===== src/lsb_payload_extractor_top_assert.svh =====
// assertion macros shared by the lsb payload extractor modules
`ifndef LSB_PAYLOAD_EXTRACTOR_TOP_ASSERT_SVH
`define LSB_PAYLOAD_EXTRACTOR_TOP_ASSERT_SVH

// consequent checked in the same cycle as the antecedent
`define LPE_ASSERT_NOW(label, clk, rst_n, ante, cons, msg) \
  label: assert property (@(posedge clk) disable iff (!rst_n) (ante) |-> (cons)) \
    else $error(msg);

// consequent checked in the cycle after the antecedent
`define LPE_ASSERT_NEXT(label, clk, rst_n, ante, cons, msg) \
  label: assert property (@(posedge clk) disable iff (!rst_n) (ante) |=> (cons)) \
    else $error(msg);

`endif


===== src/lpe_pkg.sv =====
// types and constants of the lsb payload extractor
`timescale 1ns / 1ps

package lpe_pkg;

  localparam logic [1:0] MODE_1BIT = 2'd1;
  localparam logic [1:0] MODE_2BIT = 2'd2;
  localparam logic [1:0] MODE_3BIT = 2'd3;

  localparam int unsigned FIFO_DEPTH = 4;

  localparam logic [2:0] GROUP_END_4 = 3'd3;
  localparam logic [2:0] GROUP_END_8 = 3'd7;
  localparam logic [4:0] HDR_END_32  = 5'd31;
  localparam logic [4:0] HDR_END_16  = 5'd15;
  localparam logic [4:0] M3_HDR_MID  = 5'd7;

  // one entry of the queue: up to three result bytes, first one at index 0
  typedef struct packed {
    logic [2:0][7:0] data;
    logic [1:0]      count;
    logic            last;
    logic            empty;
  } cmd_t;

  typedef struct packed {
    logic full;
    logic empty;
  } fifo_status_t;

endpackage


===== src/lpe_front.sv =====
// front end: carrier accept, header gathering and payload grouping
`timescale 1ns / 1ps
`include "lsb_payload_extractor_top_assert.svh"

module lpe_front (
  input  logic                 clk_i,
  input  logic                 rst_ni,
  input  logic                 cfg_valid_i,
  input  logic [1:0]           bits_per_carrier_i,
  input  logic                 in_valid_i,
  output logic                 in_stall_o,
  input  logic [7:0]           carrier_byte_i,
  input  lpe_pkg::fifo_status_t fifo_st_i,
  output logic                 push_o,
  output lpe_pkg::cmd_t        cmd_o
);

  logic [1:0]  bpc_q, bpc_d;
  logic        in_payload_q, in_payload_d;
  logic [4:0]  cnt_q, cnt_d;
  logic [23:0] bg_q, bg_d;
  logic [31:0] hdr_q, hdr_d;
  logic [31:0] bl_q, bl_d;

  logic [1:0]  mode;
  logic [23:0] bg_shift;
  logic [2:0]  grp_end;
  logic        group_done;
  logic [4:0]  hdr_end;
  logic [31:0] hdr_push;
  logic [1:0]  n_out;
  logic        is_last;
  logic [31:0] bl_next;
  logic        accept;

  assign in_stall_o = fifo_st_i.full;
  assign accept     = in_valid_i && !fifo_st_i.full;

  assign mode = (bpc_q == 2'd0) ? lpe_pkg::MODE_1BIT : bpc_q;

  always_comb begin
    case (mode)
      lpe_pkg::MODE_2BIT: bg_shift = {bg_q[21:0], carrier_byte_i[1:0]};
      lpe_pkg::MODE_3BIT: bg_shift = {bg_q[20:0], carrier_byte_i[2:0]};
      default:            bg_shift = {bg_q[22:0], carrier_byte_i[0]};
    endcase
  end

  assign grp_end    = (mode == lpe_pkg::MODE_2BIT) ? lpe_pkg::GROUP_END_4
                                                   : lpe_pkg::GROUP_END_8;
  assign group_done = (cnt_q[2:0] & grp_end) == grp_end;
  assign hdr_end    = (mode == lpe_pkg::MODE_1BIT) ? lpe_pkg::HDR_END_32
                                                   : lpe_pkg::HDR_END_16;

  // header bytes enter at the top, so the first byte ends up lowest
  always_comb begin
    hdr_push = hdr_q;
    if (group_done) begin
      if (mode == lpe_pkg::MODE_3BIT) begin
        if (cnt_q == lpe_pkg::M3_HDR_MID) begin
          hdr_push = {bg_shift[7:0], bg_shift[15:8], bg_shift[23:16], hdr_q[31:24]};
        end else begin
          hdr_push = {bg_shift[23:16], hdr_q[31:8]};
        end
      end else begin
        hdr_push = {bg_shift[7:0], hdr_q[31:8]};
      end
    end
  end

  always_comb begin
    if (mode == lpe_pkg::MODE_3BIT) begin
      n_out = (bl_q[31:2] == 30'd0 && bl_q[1:0] != 2'd3) ? bl_q[1:0] : 2'd3;
    end else begin
      n_out = 2'd1;
    end
  end

  assign is_last = (bl_q == {30'd0, n_out});
  assign bl_next = bl_q - {30'd0, n_out};

  always_comb begin
    bpc_d        = bpc_q;
    in_payload_d = in_payload_q;
    cnt_d        = cnt_q;
    bg_d         = bg_q;
    hdr_d        = hdr_q;
    bl_d         = bl_q;
    push_o       = 1'b0;
    cmd_o        = '0;
    if (cfg_valid_i) begin
      bpc_d        = bits_per_carrier_i;
      in_payload_d = 1'b0;
      cnt_d        = '0;
      bg_d         = '0;
      hdr_d        = '0;
      bl_d         = '0;
    end else if (accept) begin
      if (!in_payload_q) begin
        if (cnt_q == hdr_end) begin
          cnt_d = '0;
          bg_d  = '0;
          hdr_d = '0;
          if (hdr_push == 32'd0 || hdr_push[31]) begin
            // empty message
            push_o      = 1'b1;
            cmd_o.count = 2'd1;
            cmd_o.last  = 1'b1;
            cmd_o.empty = 1'b1;
          end else begin
            in_payload_d = 1'b1;
            bl_d         = hdr_push;
          end
        end else begin
          hdr_d = hdr_push;
          bg_d  = group_done ? 24'd0 : bg_shift;
          cnt_d = 5'(cnt_q + 5'd1);
        end
      end else if (!group_done) begin
        bg_d  = bg_shift;
        cnt_d = 5'(cnt_q + 5'd1);
      end else begin
        push_o      = 1'b1;
        cmd_o.count = n_out;
        cmd_o.last  = is_last;
        if (mode == lpe_pkg::MODE_3BIT) begin
          cmd_o.data[0] = bg_shift[23:16];
          cmd_o.data[1] = bg_shift[15:8];
          cmd_o.data[2] = bg_shift[7:0];
        end else begin
          cmd_o.data[0] = bg_shift[7:0];
        end
        bg_d  = '0;
        cnt_d = '0;
        bl_d  = bl_next;
        if (is_last) begin
          in_payload_d = 1'b0;
          hdr_d        = '0;
        end
      end
    end
  end

  always_ff @(posedge clk_i or negedge rst_ni) begin
    if (!rst_ni) begin
      bpc_q        <= lpe_pkg::MODE_1BIT;
      in_payload_q <= 1'b0;
      cnt_q        <= '0;
      bg_q         <= '0;
      hdr_q        <= '0;
      bl_q         <= '0;
    end else begin
      bpc_q        <= bpc_d;
      in_payload_q <= in_payload_d;
      cnt_q        <= cnt_d;
      bg_q         <= bg_d;
      hdr_q        <= hdr_d;
      bl_q         <= bl_d;
    end
  end

  `LPE_ASSERT_NOW(a_payload_has_bytes, clk_i, rst_ni, in_payload_q, bl_q != 32'd0, "payload phase with no bytes left")
  `LPE_ASSERT_NOW(a_header_no_bytes, clk_i, rst_ni, !in_payload_q, bl_q == 32'd0, "bytes left during header phase")
  `LPE_ASSERT_NOW(a_push_nonzero, clk_i, rst_ni, push_o, cmd_o.count != 2'd0, "queue entry with no results")

endmodule


===== src/lpe_fifo.sv =====
// short queue of result groups between front and back end
`timescale 1ns / 1ps
`include "lsb_payload_extractor_top_assert.svh"

module lpe_fifo #(
  parameter int unsigned DEPTH = lpe_pkg::FIFO_DEPTH
) (
  input  logic                  clk_i,
  input  logic                  rst_ni,
  input  logic                  push_i,
  input  lpe_pkg::cmd_t         cmd_i,
  input  logic                  pop_i,
  output lpe_pkg::cmd_t         head_o,
  output lpe_pkg::fifo_status_t st_o
);

  localparam int unsigned PtrW = $clog2(DEPTH);
  localparam int unsigned CntW = $clog2(DEPTH + 1);

  lpe_pkg::cmd_t   mem_q [DEPTH];
  logic [PtrW-1:0] wr_ptr_q, wr_ptr_d;
  logic [PtrW-1:0] rd_ptr_q, rd_ptr_d;
  logic [CntW-1:0] cnt_q, cnt_d;

  assign st_o.full  = (cnt_q == CntW'(DEPTH));
  assign st_o.empty = (cnt_q == '0);
  assign head_o     = mem_q[rd_ptr_q];

  always_comb begin
    wr_ptr_d = wr_ptr_q;
    rd_ptr_d = rd_ptr_q;
    cnt_d    = cnt_q;
    if (push_i) begin
      wr_ptr_d = (wr_ptr_q == PtrW'(DEPTH - 1)) ? '0 : PtrW'(wr_ptr_q + 1'b1);
    end
    if (pop_i) begin
      rd_ptr_d = (rd_ptr_q == PtrW'(DEPTH - 1)) ? '0 : PtrW'(rd_ptr_q + 1'b1);
    end
    if (push_i && !pop_i) begin
      cnt_d = CntW'(cnt_q + 1'b1);
    end else if (!push_i && pop_i) begin
      cnt_d = CntW'(cnt_q - 1'b1);
    end
  end

  always_ff @(posedge clk_i) begin
    if (push_i) begin
      mem_q[wr_ptr_q] <= cmd_i;
    end
  end

  always_ff @(posedge clk_i or negedge rst_ni) begin
    if (!rst_ni) begin
      wr_ptr_q <= '0;
      rd_ptr_q <= '0;
      cnt_q    <= '0;
    end else begin
      wr_ptr_q <= wr_ptr_d;
      rd_ptr_q <= rd_ptr_d;
      cnt_q    <= cnt_d;
    end
  end

  `LPE_ASSERT_NOW(a_no_push_full, clk_i, rst_ni, push_i, !st_o.full, "push into full queue")
  `LPE_ASSERT_NOW(a_no_pop_empty, clk_i, rst_ni, pop_i, !st_o.empty, "pop from empty queue")
  `LPE_ASSERT_NEXT(a_count_up, clk_i, rst_ni, push_i && !pop_i, cnt_q == $past(cnt_q) + 1'b1, "queue count did not follow push")

endmodule


===== src/lpe_back.sv =====
// back end: splits queued groups into single results behind an output register
`timescale 1ns / 1ps
`include "lsb_payload_extractor_top_assert.svh"

module lpe_back (
  input  logic                  clk_i,
  input  logic                  rst_ni,
  input  lpe_pkg::fifo_status_t fifo_st_i,
  input  lpe_pkg::cmd_t         head_i,
  output logic                  pop_o,
  output logic                  out_valid_o,
  input  logic                  out_stall_i,
  output logic [7:0]            data_byte_o,
  output logic                  last_o,
  output logic                  empty_res_o
);

  logic [1:0] idx_q, idx_d;
  logic       valid_q, valid_d;
  logic [7:0] data_q, data_d;
  logic       last_q, last_d;
  logic       empty_q, empty_d;
  logic       load;
  logic       at_end;

  assign load   = !fifo_st_i.empty && (!valid_q || !out_stall_i);
  assign at_end = (idx_q == 2'(head_i.count - 2'd1));
  assign pop_o  = load && at_end;

  always_comb begin
    idx_d   = idx_q;
    valid_d = valid_q;
    data_d  = data_q;
    last_d  = last_q;
    empty_d = empty_q;
    if (load) begin
      valid_d = 1'b1;
      data_d  = head_i.data[idx_q];
      last_d  = head_i.last && at_end;
      empty_d = head_i.empty;
      idx_d   = at_end ? 2'd0 : 2'(idx_q + 2'd1);
    end else if (!out_stall_i) begin
      valid_d = 1'b0;
    end
  end

  always_ff @(posedge clk_i or negedge rst_ni) begin
    if (!rst_ni) begin
      idx_q   <= '0;
      valid_q <= 1'b0;
    end else begin
      idx_q   <= idx_d;
      valid_q <= valid_d;
    end
  end

  always_ff @(posedge clk_i) begin
    data_q  <= data_d;
    last_q  <= last_d;
    empty_q <= empty_d;
  end

  assign out_valid_o = valid_q;
  assign data_byte_o = data_q;
  assign last_o      = last_q;
  assign empty_res_o = empty_q;

  `LPE_ASSERT_NOW(a_idx_in_group, clk_i, rst_ni, !fifo_st_i.empty, idx_q < head_i.count, "result index beyond group")
  `LPE_ASSERT_NOW(a_idx_idle, clk_i, rst_ni, fifo_st_i.empty, idx_q == 2'd0, "result index not reset on empty queue")

endmodule


===== src/lsb_payload_extractor_top.sv =====
// One carrier byte is taken per cycle while in_stall_o is low; in_stall_o
// rises only when the result queue (FIFO_DEPTH groups) is full. Results
// leave one per cycle while out_stall_i is low, from an output register
// loaded from the queue, so mode 3, which yields up to three bytes per
// eight carriers, keeps up. After reset the block is in mode 1 and waits
// for a header; a write to bits_per_carrier_i (0 acts as 1) clears the
// front end message state, not queued groups. A zero or negative length
// gives one result with empty_res_o and last_o set.
`timescale 1ns / 1ps

module lsb_payload_extractor_top #(
  parameter int unsigned FIFO_DEPTH = lpe_pkg::FIFO_DEPTH
) (
  input  logic       clk_i,
  input  logic       rst_ni,
  input  logic       cfg_valid_i,
  output logic       cfg_ready_o,
  input  logic [1:0] bits_per_carrier_i,
  input  logic       in_valid_i,
  output logic       in_stall_o,
  input  logic [7:0] carrier_byte_i,
  output logic       out_valid_o,
  input  logic       out_stall_i,
  output logic [7:0] data_byte_o,
  output logic       last_o,
  output logic       empty_res_o
);

  lpe_pkg::fifo_status_t fifo_st;
  lpe_pkg::cmd_t         push_cmd;
  lpe_pkg::cmd_t         head_cmd;
  logic                  push;
  logic                  pop;

  assign cfg_ready_o = 1'b1;

  lpe_front u_front (
    .clk_i              (clk_i),
    .rst_ni             (rst_ni),
    .cfg_valid_i        (cfg_valid_i),
    .bits_per_carrier_i (bits_per_carrier_i),
    .in_valid_i         (in_valid_i),
    .in_stall_o         (in_stall_o),
    .carrier_byte_i     (carrier_byte_i),
    .fifo_st_i          (fifo_st),
    .push_o             (push),
    .cmd_o              (push_cmd)
  );

  lpe_fifo #(
    .DEPTH (FIFO_DEPTH)
  ) u_fifo (
    .clk_i  (clk_i),
    .rst_ni (rst_ni),
    .push_i (push),
    .cmd_i  (push_cmd),
    .pop_i  (pop),
    .head_o (head_cmd),
    .st_o   (fifo_st)
  );

  lpe_back u_back (
    .clk_i       (clk_i),
    .rst_ni      (rst_ni),
    .fifo_st_i   (fifo_st),
    .head_i      (head_cmd),
    .pop_o       (pop),
    .out_valid_o (out_valid_o),
    .out_stall_i (out_stall_i),
    .data_byte_o (data_byte_o),
    .last_o      (last_o),
    .empty_res_o (empty_res_o)
  );

endmodule

===== config.mk =====
export PLATFORM = sky130hd
export DESIGN_NAME = lsb_payload_extractor_top
export DESIGN_NICKNAME = d
export VERILOG_FILES = /design/src/lpe_pkg.sv /design/src/lpe_front.sv /design/src/lpe_fifo.sv /design/src/lpe_back.sv /design/src/lsb_payload_extractor_top.sv
export VERILOG_INCLUDE_DIRS = /design/src /design/src/src
export SDC_FILE = /design/constraint.sdc
export NUM_CORES = 1
export LEC_CHECK = 0
export ABC_AREA = 1
export BUFFER_PORTS_ARGS = -buffer_cell sky130_fd_sc_hd__buf_2
export CAP_MARGIN = 15
export CELL_PAD_IN_SITES_DETAIL_PLACEMENT = 1
export CELL_PAD_IN_SITES_GLOBAL_PLACEMENT = 2
export CORE_MARGIN = 5
export CORE_UTILIZATION = 39
export DETAILED_ROUTE_END_ITERATION = 16
export GPL_TIMING_DRIVEN = 0
export PLACE_DENSITY_LB_ADDON = 0.1
export SLEW_MARGIN = 15
export SYNTH_ARGS = -nofsm -noshare
export SYNTH_HDL_FRONTEND = slang
export SYNTH_SLANG_ARGS = --single-unit

===== constraint.sdc =====
create_clock -name clk_i -period 4.5 [get_ports clk_i]
set_clock_uncertainty 0.05 [all_clocks]
set_input_delay 0.225 -clock clk_i [delete_from_list [all_inputs] [get_ports clk_i]]
set_output_delay 0.225 -clock clk_i [all_outputs]
set_load 0.05 [all_outputs]

# ---- Word-level counts from Yosys, hierarchy flattened
# Memories as Yosys holds them, arrays and structs flattened.
# Cells that the tools add are included.
dict set report classes {
  bitwise 1
  eq_ne 16
  reduce_logical 24
  n_mux 65
  addsub 8
  order_cmp 1
}
# cell count
set ops {}
lappend ops {{$mux W32} 15}
lappend ops {{$mux W23} 5}
lappend ops {{$mux W28} 2}
lappend ops {{$pmux W24 S2} 1}
lappend ops {{$eq A32 B2 Y1} 1}
lappend ops {{$logic_not A32 Y1} 1}
lappend ops {{$sub A32 B2 Y32} 1}
lappend ops {{$logic_not A30 Y1} 1}
lappend ops {{$mux W5} 6}
lappend ops {{$mux W27} 1}
lappend ops {{$mux W24} 1}
lappend ops {{$mux W1} 18}
lappend ops {{$bmux W8 S2} 1}
lappend ops {{$mux W16} 1}
lappend ops {{$mux W8} 2}
lappend ops {{$mux W3} 5}
lappend ops {{$mux W2} 6}
lappend ops {{$eq A2 B2 Y1 const B} 4}
lappend ops {{$logic_and A1 B1 Y1} 7}
lappend ops {{$add A2 B1 Y2 const B} 3}
lappend ops {{$logic_not A1 Y1} 6}
lappend ops {{$ne A3 B3 Y1 const B} 2}
lappend ops {{$add A5 B1 Y5 const B} 1}
lappend ops {{$eq A5 B3 Y1 const B} 1}
lappend ops {{21 further kinds} 23}
dict set report totals {
  ramBits 112
  n_memories 1
  reg_bits 115
}
# memory words width rd rd_ports_with_merged_regs wr line_no
set mem_list {}
lappend mem_list {u_fifo.mem_q 4 28 1 0 1 lpe_fifo.sv:20} ;# lpe_pkg::cmd_t mem_q [DEPTH];

# ---- Depth between registers and ports, before layout
# Gate-level depths: netlist of the first run.
dict set report logic_depth {
  word_depth 18
  ltp_mapped 26
}

# ---- Cells and area by module
# From an unflattened synthesis of the first run, not the netlist that was laid out.
dict set report unflattened {
  hier_cells 1489
  hier_area_um2 12201.7
}
# mod cells_each instances area_each_um2
set modules_own_cells {}
lappend modules_own_cells {lpe_front 1031 1 6595.1}
lappend modules_own_cells {lpe_fifo 379 1 4882.2}
lappend modules_own_cells {lpe_back 77 1 713.2}
lappend modules_own_cells {lsb_payload_extractor_top 2 1 11.3}

# ---- Worst setup path after synthesis of the first run
# OpenSTA, ideal clock, no wires.
dict set report synth_path {
  path_type {reg2reg}
  start {register u_front.bpc_q[0]}
  end {memory u_fifo.mem_q[0][0] in the netlist's numbering (enable)}
  n_path_buf 3
  slack_ns 0.658
  setup_ns 0.413
  period_less_slack_ns 3.842
  path_stages_with_launch 20
  arrival_time_ns 3.379
  path_cell_list {dfstp_2 -> buf_2 -> nand2_2 -> inv_2 -> nand3_1 -> buf_4 -> buf_6 -> nand2_1 -> nand3_1 -> nand2_1 -> nand2_1 -> nor2_1 -> nand2_1 -> nor2_1 -> nand2_1 -> nand2_2 -> nand2_1 -> nand2_1 -> nand2_1 -> nor2_1}
}
dict set report synth_between {
  elab_chain_len 16
  word_cells_on_any_way 24
  classes_between {eq/ne (5); mux (15); bitwise (1); reduce/logical (3)}
}
# item line_no
set synth_rtl {}
lappend synth_rtl {{start, declared} lpe_front.sv:18} ;# logic [1:0] bpc_q, bpc_d;
lappend synth_rtl {{start signal, assigned} lpe_front.sv:146} ;# bpc_q <= lpe_pkg::MODE_1BIT;
lappend synth_rtl {{start signal, assigned} lpe_front.sv:153} ;# bpc_q <= bpc_d;
lappend synth_rtl {{$logic_not A2 Y1} lpe_front.sv:39} ;# assign mode = (bpc_q == 2'd0) ? lpe_pkg::MODE_1BIT : bpc_q;
lappend synth_rtl {{$mux W2 *} lpe_front.sv:39}
lappend synth_rtl {{$eq A2 B2 Y1 (on tied branches)} {lpe_front.sv:42, lpe_front.sv:49, lpe_front.sv:59}}
lappend synth_rtl {{$mux W3 or $pmux W24 S2 (tied branches)} {lpe_front.sv:49, lpe_front.sv:42}}
lappend synth_rtl {{$and A3 B3 Y3 or $mux W32 (tied branches)} {lpe_front.sv:51, lpe_front.sv:60}}
lappend synth_rtl {{$eq A3 B3 Y1 or $mux W32 (tied branches)} {lpe_front.sv:51, lpe_front.sv:59}}
lappend synth_rtl {{$mux W32} lpe_front.sv:58} ;# if (group_done) begin
lappend synth_rtl {{$logic_not A32 Y1} lpe_front.sv:104} ;# if (hdr_push == 32'd0 || hdr_push[31]) begin
lappend synth_rtl {{$logic_or A1 B1 Y1} lpe_front.sv:104}
lappend synth_rtl {{$mux W1} lpe_front.sv:104}
lappend synth_rtl {{$mux W1} lpe_front.sv:100} ;# if (cnt_q == hdr_end) begin
lappend synth_rtl {{$mux W1 *} lpe_front.sv:99} ;# if (!in_payload_q) begin
lappend synth_rtl {{$mux W1 *} lpe_front.sv:98} ;# end else if (accept) begin
lappend synth_rtl {{$mux W1 *} lpe_front.sv:91} ;# if (cfg_valid_i) begin
lappend synth_rtl {{$mux W1 *} lpe_fifo.sv:47} ;# if (push_i) begin
lappend synth_rtl {{$mux W1 (implied by the code) *} lpe_fifo.sv:48} ;# mem_q[wr_ptr_q] <= cmd_i;
lappend synth_rtl {{end, declared} lpe_fifo.sv:20}
# Every way passes the cells marked *; elsewhere a longest branch is shown, timed or not.

# ---- Worst setup path in the final report of the first run
dict set report layout_path {
  start {register u_front.bpc_q[0]}
  end {register u_fifo.cnt_q[2]}
}
dict set report layout_between {
  elab_chain_len 17
  word_cells_on_any_way 27
  classes_between {eq/ne (5); mux (14); bitwise (1); reduce/logical (7)}
}
# item line_no
set layout_rtl {}
lappend layout_rtl {{$logic_not A2 Y1} lpe_front.sv:39}
lappend layout_rtl {{$mux W2 *} lpe_front.sv:39}
lappend layout_rtl {{$eq A2 B2 Y1 (on tied branches)} {lpe_front.sv:42, lpe_front.sv:49, lpe_front.sv:59}}
lappend layout_rtl {{$mux W3 or $pmux W24 S2 (tied branches)} {lpe_front.sv:49, lpe_front.sv:42}}
lappend layout_rtl {{$and A3 B3 Y3 or $mux W32 (tied branches)} {lpe_front.sv:51, lpe_front.sv:60}}
lappend layout_rtl {{$eq A3 B3 Y1 or $mux W32 (tied branches)} {lpe_front.sv:51, lpe_front.sv:59}}
lappend layout_rtl {{$mux W32} lpe_front.sv:58}
lappend layout_rtl {{$logic_not A32 Y1} lpe_front.sv:104}
lappend layout_rtl {{(+2 left out)} -}
lappend layout_rtl {{$mux W1} lpe_front.sv:100}
lappend layout_rtl {{$mux W1 *} lpe_front.sv:99}
lappend layout_rtl {{$mux W1 *} lpe_front.sv:98}
lappend layout_rtl {{$mux W1 *} lpe_front.sv:91}
lappend layout_rtl {{via push} lsb_payload_extractor_top.sv:32} ;# logic push;
lappend layout_rtl {{$logic_not A1 Y1} lpe_fifo.sv:41} ;# end else if (!push_i && pop_i) begin
lappend layout_rtl {{$logic_and A1 B1 Y1} lpe_fifo.sv:41}
lappend layout_rtl {{$reduce_bool A2 Y1 (no source line)} -}
lappend layout_rtl {{end signal, assigned} lpe_fifo.sv:60} ;# cnt_q <= cnt_d;
lappend layout_rtl {{end, declared} lpe_fifo.sv:23} ;# logic [CntW-1:0] cnt_q, cnt_d;
# Mark *: on every way through the listed nets, which the timed path passes. The rest lies on a longest branch.
# A chain may end at the register's enable or synchronous reset.

==> reports/results.tsv, run 1 <==
stage	metric	value	unit
yosys	yosysWarnings	0	
clock_tree	worstSkewPairLatency	0.53	ns
timing	slew_headroom	0.492	
clock_tree	clkTransAtPathRegs	0.07	ns
place	io_buffers	21	
setup_path	crit_arrival	4.58	ns
timing	fin_crit_sh	0.939	
pwr	p_int	4.15	mW
timing	max_freq	237	MHz
yosys	synth_top_area_cell	edfxtp_1	
setup_path	critPathCaptureType	flop	
outcome	status	finished clean	
clock_tree	cts.sinks	227	
setup_path	path_class	flop to flop	
pwr	clock_power_share	0.319	
final_layout	drive_gt1_frac	0.0849	
setup_path	required	4.86	ns
place	dp_hpwl	29.1	mm
timing	layout_setup_ws	0.274	ns
pwr	p_switching	2.49	mW
timing	slew_viol_final	0	
detailed_routing	dr_total_vias	9933	
die	initial_core_util	0.395	
final_layout	layout_commonest_cell	nand2_1	
timing	worst_pin_slew	0.753	ns
setup_path	critPathLaunchType	flop	
yosys	netlist_area	11700	sq um
detailed_routing	wl_per_cell	21.7	um
detailed_routing	drtAntennaViolNets	0	
global_route	grt_max_degree	59	
pwr	power_density	495	nW/um^2
final_layout	final_area	13400	sq um
clock_tree	clockRootBuffer	clkbuf_16	
setup_path	critPathMaxFanout	10	
detailed_routing	via_per_inst	5.37	
clock_tree	cts.path.max_buffers	3	
yosys	ys_seq_area_frac	0.538	
yosys	synth_top_area_share	0.313	
run	max_cap_viol_count	0	
yosys	synth_nets	1407	
die	die_w	183	um
pwr	power_switching_share	0.375	
yosys	synthTopCellsByArea	edfxtp_1 31%, dfrtp_1 22%, nand2_1 11%, nor2_1 6.0%, o21ai_0 4.4%	
place	dpl_cell_area	12500	sq um
yosys	netlist_instances	1381	
timing	fin_tns_setup	0	ns
die	die_y	183	um
die	fp.coreArea	29600	sq um
timing	final-hold-violation-count	0	
yosys	synthArstFlopShare	0.463	
die	rows	63	
global_route	grt.overflow.total	0	
pwr	power.total	6.64	mW
detailed_routing	routed_wl	40.2	mm
die	ios	28	
detailed_routing	route.detailed.drc	0	
final_layout	final_cell_mix	351 x nand2_1, 179 x nor2_1, 122 x edfxtp_1	
detailed_routing	drtIter0Drc	467	
min_path	hold_class	primary input to flop	
place	gp_congestion	0.820	
clock_tree	htree_levels	1	
global_route	grt_pass1_wl	63.5	mm
timing	finalSetupViolations	0	
pwr	vdd_drop_max	0.319	mV
global_route	grt_pass1_vias	10564	
global_route	antenna_found_initial	0	
timing	fin_crit	4.23	ns
timing	grt_setup_unrepaired	false	
final_layout	n_antenna_cell	0	
yosys	avgSynthCellArea	8.47	sq um
clock_tree	cts_tree	built	
clock_tree	numCtsBuffers	26	
pwr	p_leak	5.78	nW
die	die_area	33600	sq um
final_layout	fillers	3529	
yosys	synth_cell_types	43	
yosys	synth_edf_count	122	
detailed_routing	drt_pass1_iterations	5	
pwr	pwr-share-seq	0.362	
pwr	p_comb_frac	0.319	
timing	hold_ws	0.117	ns
global_route	grtUsageTotal	0.242	
final_layout	nNetsFinal	1466	
yosys	synth_ff_type	edfxtp_1	
place	dpl_worst_slack	-0.261	ns
final_layout	syn_to_final_growth	14.6	%
yosys	yosys_register_bits	227	
==> per-stage QoR <==
step,instances,utilization
after floorplan,1381,-
after global placement,1792,0.415
after detailed placement,1797,0.420
after CTS,1851,0.451
after global routing,1850,0.452
final,1850,0.452
==> critical path, stage by stage (launching register included) <==
cell	delay [ns]
dfstp_2	0.68
inv_2	0.10
clkbuf_2	0.24
nand3_1	0.12
nand3_1	0.22
nor2_1	0.16
nor2_1	0.06
nor2_1	0.29
nand2_1	0.10
nor2_1	0.10
nand2_1	0.07
nor2_1	0.15
nand2_1	0.09
nand2_2	0.13
nand2_1	0.07
nand2_1	0.16
nand2_4	0.14
inv_1	0.10
ha_1	0.15
inv_1	0.08
fa_1	0.44
a21oi_1	0.15
o21ai_0	0.12
xor2_1	0.15
==> flip-flops by register name, indices dropped and copies added, names as in the netlist, 2 cells and up <==
| name | flops |
|---|---|
| u_back.data_byte_o | 8 |
| u_back.idx_q | 2 |
| u_fifo.cnt_q | 3 |
| u_fifo.mem_q | 112 |
| u_fifo.rd_ptr_q | 2 |
| u_fifo.wr_ptr_q | 2 |
| u_front.bg_q | 23 |
| u_front.bl_q | 32 |
| u_front.bpc_q | 2 |
| u_front.cnt_q | 5 |
| u_front.hdr_q | 32 |
==> final timing paths <==
kind                             startpoint                    to  slack (ns)  cells past startpoint
min in group asynchronous            rst_ni     u_front.hdr_q[17]        0.18                      2
hold / removal                   in_valid_i  u_front.in_payload_q        0.12                      6
hold reg to reg             u_front.bl_q[0]       u_front.bl_q[0]        0.44                      2
setup reg to reg           u_front.bpc_q[0]       u_fifo.cnt_q[2]        0.27                     23
setup / recovery           u_front.bpc_q[0]       u_fifo.cnt_q[2]        0.27                     23
max in group asynchronous            rst_ni    u_fifo.rd_ptr_q[1]        3.48                      3
==> logic make-up after synthesis <==
family / count (synthesis) / synth area share
AO/OA/AOI/OAI: 226 / 0.114
XOR/XNOR: 28 / 0.0210
adder cells (fa/ha/maj): 11 / 0.0130
buffers and inverters: 182 / 0.0628
flip-flops: 227 / 0.538
multiplexers: 1 / 0.000962
other: 1 / 0.000321
AND/OR/NAND/NOR: 705 / 0.250
==> cell type report <==
type | count | area [sq um] | share of cell area
clock buffer | 32 | 694 | 0.0518
timing repair buffer | 32 | 299 | 0.0223
buffer | 72 | 322 | 0.0240
tap | 390 | 488 | 0.0364
inverter | 109 | 412 | 0.0307
multi-input combinational | 972 | 4750 | 0.354
clock inverter | 16 | 153 | 0.0114
sequential | 227 | 6290 | 0.469
==> layer usage <==
layer / global-route usage / vias to the layer above / share of wire
met4: 0.0617 / 0 / 0.024
li1: - / 4818 / -
met5: 0 / - / 0
met1: 0.317 / 4866 / 0.44
met2: 0.428 / 193 / 0.50
met3: 0.0288 / 56 / 0.038
==> cell usage after synthesis, drive strengths merged, types with 2 or more instances <==
master and number:
nand4 38, clkinv 3, fa 2, a32o 3, xnor2 18, nor4 4
a31oi 12, o221ai 11, nor2 189, o21ai 106, o211ai 5, o22ai 61
inv 106, clkbuf 45, nand2 360, nand3 100, dfrtp 104, nor3 11
o31ai 8, buf 28, a21oi 16, edfxtp 122, ha 9, xor2 10
==> what timing repair did <==
action,in CTS,in global routing
endpoints found under the hold margin,51,0
buffers inserted,1,0
setup endpoints to repair,2,2
resized for setup,2,16
pin swaps,1,0
hold buffers,5,0
==> power by group through the flow <==
stage | Sequential (mW) | Clock [mW] | Combinational [mW]
2_1_floorplan | 2.61 | 0 | 1.26
3_3_place_gp | 2.44 | 0 | 2.08
3_5_place_dp | 2.44 | 0 | 2.12
4_1_cts | 2.40 | 2.15 | 2.14
5_1_grt | 2.42 | 2.26 | 2.35
6_report | 2.41 | 2.12 | 2.12
Note: power is estimated with default switching activity, not from simulation.
==> run 2, diff against run 1 <==
--- a/config.mk
+++ b/config.mk
@@ -9,13 +9,10 @@
 export ABC_AREA = 1
 export BUFFER_PORTS_ARGS = -buffer_cell sky130_fd_sc_hd__buf_2
 export CAP_MARGIN = 15
-export CELL_PAD_IN_SITES_DETAIL_PLACEMENT = 1
-export CELL_PAD_IN_SITES_GLOBAL_PLACEMENT = 2
 export CORE_MARGIN = 5
-export CORE_UTILIZATION = 39
+export CORE_UTILIZATION = 46
 export DETAILED_ROUTE_END_ITERATION = 16
 export GPL_TIMING_DRIVEN = 0
-export PLACE_DENSITY_LB_ADDON = 0.1
 export SLEW_MARGIN = 15
 export SYNTH_ARGS = -nofsm -noshare
 export SYNTH_HDL_FRONTEND = slang
==> run 2 against run 1 <==
First-iteration DRC count is 100% higher. Hold slack worse by 0.046 ns. Sequential cell count stayed put. Combinational power is 4% lower.
==> reports/results.tsv, run 2 (synthesis results as in run 1) <==
stage	metric	value	unit
outcome	status	finished clean	
global_route	antenna_found_initial	0	
detailed_routing	drt_pass1_iterations	5	
pwr	pwr-share-seq	0.359	
timing	final-hold-violation-count	0	
clock_tree	cts_setup_buffers	0	
place	gp_congestion	0.892	
timing	worst_pin_slew	0.766	ns
timing	slew_headroom	0.487	
setup_path	crit_arrival	4.56	ns
global_route	grtUsageTotal	0.241	
clock_tree	cts.sinks	227	
pwr	power_switching_share	0.355	
final_layout	drive_gt1_frac	0.0802	
timing	fin_tns_setup	0	ns
global_route	grt.overflow.total	0	
clock_tree	cts_tree	built	
timing	slew_viol_final	0	
setup_path	critPathMaxFanout	10	
die	initial_core_util	0.466	
global_route	grt_max_degree	79	
setup_path	critPathBufInv	6	
detailed_routing	routed_wl	34.5	mm
pwr	p_leak	5.80	nW
die	die_y	169	um
die	fp.coreArea	25100	sq um
clock_tree	cts.path.max_buffers	3	
final_layout	syn_to_final_growth	14.1	%
final_layout	layout_commonest_cell	nand2_1	
pwr	power_density	501	nW/um^2
final_layout	final_cell_mix	356 x nand2_1, 179 x nor2_1, 122 x edfxtp_1	
timing	max_freq	238	MHz
pwr	p_comb_frac	0.306	
die	die_area	28700	sq um
setup_path	required	4.86	ns
timing	grt_setup_unrepaired	false	
global_route	grt_pass1_wl	54.8	mm
global_route	grt_pass1_vias	9859	
setup_path	critPathCaptureType	flop	
final_layout	top_regs	u_fifo.mem_q (112), u_front.bl_q (32), u_front.hdr_q (32)	
setup_path	ff2ff_setup_slack	0.30	ns
die	die_w	169	um
timing	fin_crit	4.20	ns
detailed_routing	drtIter0Drc	937	
pwr	p_int	4.31	mW
place	io_buffers	21	
pwr	clock_power_share	0.335	
clock_tree	clkTransAtPathRegs	0.06	ns
detailed_routing	wl_per_cell	19.3	um
clock_tree	htree_levels	1	
pwr	vdd_drop_max	0.322	mV
clock_tree	worstSkewPairLatency	0.54	ns
timing	finalSetupViolations	0	
die	rows	58	
min_path	hold_class	primary input to asynchronous set/reset pin	
final_layout	nNetsFinal	1465	
place	dp_hpwl	24.5	mm
setup_path	critPathMaxStageDelay	0.51	ns
pwr	p_switching	2.37	mW
detailed_routing	dr_total_vias	10084	
final_layout	regMostFlops	u_fifo.mem_q	
timing	hold_ws	0.0708	ns
clock_tree	numCtsBuffers	25	
detailed_routing	via_per_inst	5.64	
setup_path	cp_slowest_cell	dfstp_2	
run	max_cap_viol_count	0	
detailed_routing	route.detailed.drc	0	
detailed_routing	drtAntennaViolNets	0	
setup_path	critPathLaunchType	flop	
clock_tree	clockRootBuffer	clkbuf_16	
setup_path	path_class	flop to flop	
final_layout	fillers	2397	
die	ios	28	
timing	fin_crit_sh	0.934	
final_layout	n_antenna_cell	0	
pwr	power.total	6.68	mW
setup_path	crit_top_cell	nand2_1	
setup_path	cpLargestDelayFamily	simple AND/OR/NAND/NOR gates	
final_layout	largest_register_ffs	112	
run 2: layout make-up:
type	instances	area (sq um)	area share
flip-flops and latches	227	6290	0.472
multi-input cells	972	4720	0.354
clock buffers	33	696	0.0521
well taps	330	413	0.0309
inverters	109	412	0.0308
plain buffers	73	329	0.0247
repair buffers	31	277	0.0207
clock inverters	13	206	0.0155
run 2: path summary, 6_finish.rpt:
path	start	end	depth (start not counted)
max in group asynchronous	rst_ni	u_front.bpc_q[0]	3
hold / removal	rst_ni	u_front.hdr_q[15]	2
setup reg to reg	u_front.bpc_q[0]	u_fifo.cnt_q[2]	25
min in group clk_i	in_valid_i	u_front.in_payload_q	6
hold reg to reg	u_front.bl_q[0]	u_front.bl_q[0]	2
setup / recovery	u_front.bpc_q[0]	u_fifo.cnt_q[2]	25
run 2: routing by layer:
metal | track usage | part of all wire | up-vias
met2 | 0.401 | 0.48 | 413
met4 | 0.106 | 0.046 | 0
li1 | - | - | 4817
met1 | 0.318 | 0.41 | 4766
met5 | 0 | 0 | -
met3 | 0.0294 | 0.066 | 88
run 2: power by group through the flow:
| stage | Clock, mW | Sequential [mW] | Combinational (mW) |
|---|---|---|---|
| floorplan | 0 | 2.61 | 1.26 |
| global placement | 0 | 2.44 | 2.00 |
| detailed placement | 0 | 2.44 | 2.02 |
| CTS | 2.28 | 2.40 | 2.03 |
| global route | 2.36 | 2.41 | 2.25 |
| finish | 2.24 | 2.40 | 2.04 |
run 2: worst register-to-register path, stage by stage, from the launching register on:
cell and delay, ns:
dfstp_2 0.51, buf_2 0.23, nand2_2 0.15, inv_4 0.15, nand3_1 0.13, buf_4 0.20
buf_6 0.15, nand2_1 0.05, nand3_1 0.11, nand2_1 0.23, nand2_1 0.09, nor2_1 0.11
nand2_1 0.05, nor2_1 0.14, nand2_1 0.09, nand2_2 0.12, nand2_1 0.07, nand2_1 0.15
nand2_4 0.14, inv_1 0.09, ha_1 0.15, inv_1 0.07, fa_1 0.44, a21oi_1 0.14
o21ai_0 0.12, xor2_1 0.15
run 2: per-stage QoR:
step | util | cell area, sq um | setup WS [ns] | instances
CTS | 0.530 | 13300 | 0.0487 | 1788
finish | 0.531 | 13300 | 0.298 | 1788
detailed placement | 0.493 | 12400 | 0.104 | 1737
floorplan | - | 11700 | 0.658 | 1381
global placement | 0.487 | 12200 | -1.17 | 1732
global route | 0.531 | 13300 | 0.00815 | 1788
run 2: what timing repair did:
| action | CTS | global route |
|---|---|---|
| resized for setup | 0 | 11 |
| hold buffers | 5 | 0 |
| setup endpoints to repair | 0 | 2 |
| hold endpoints to repair | 108 | 0 |
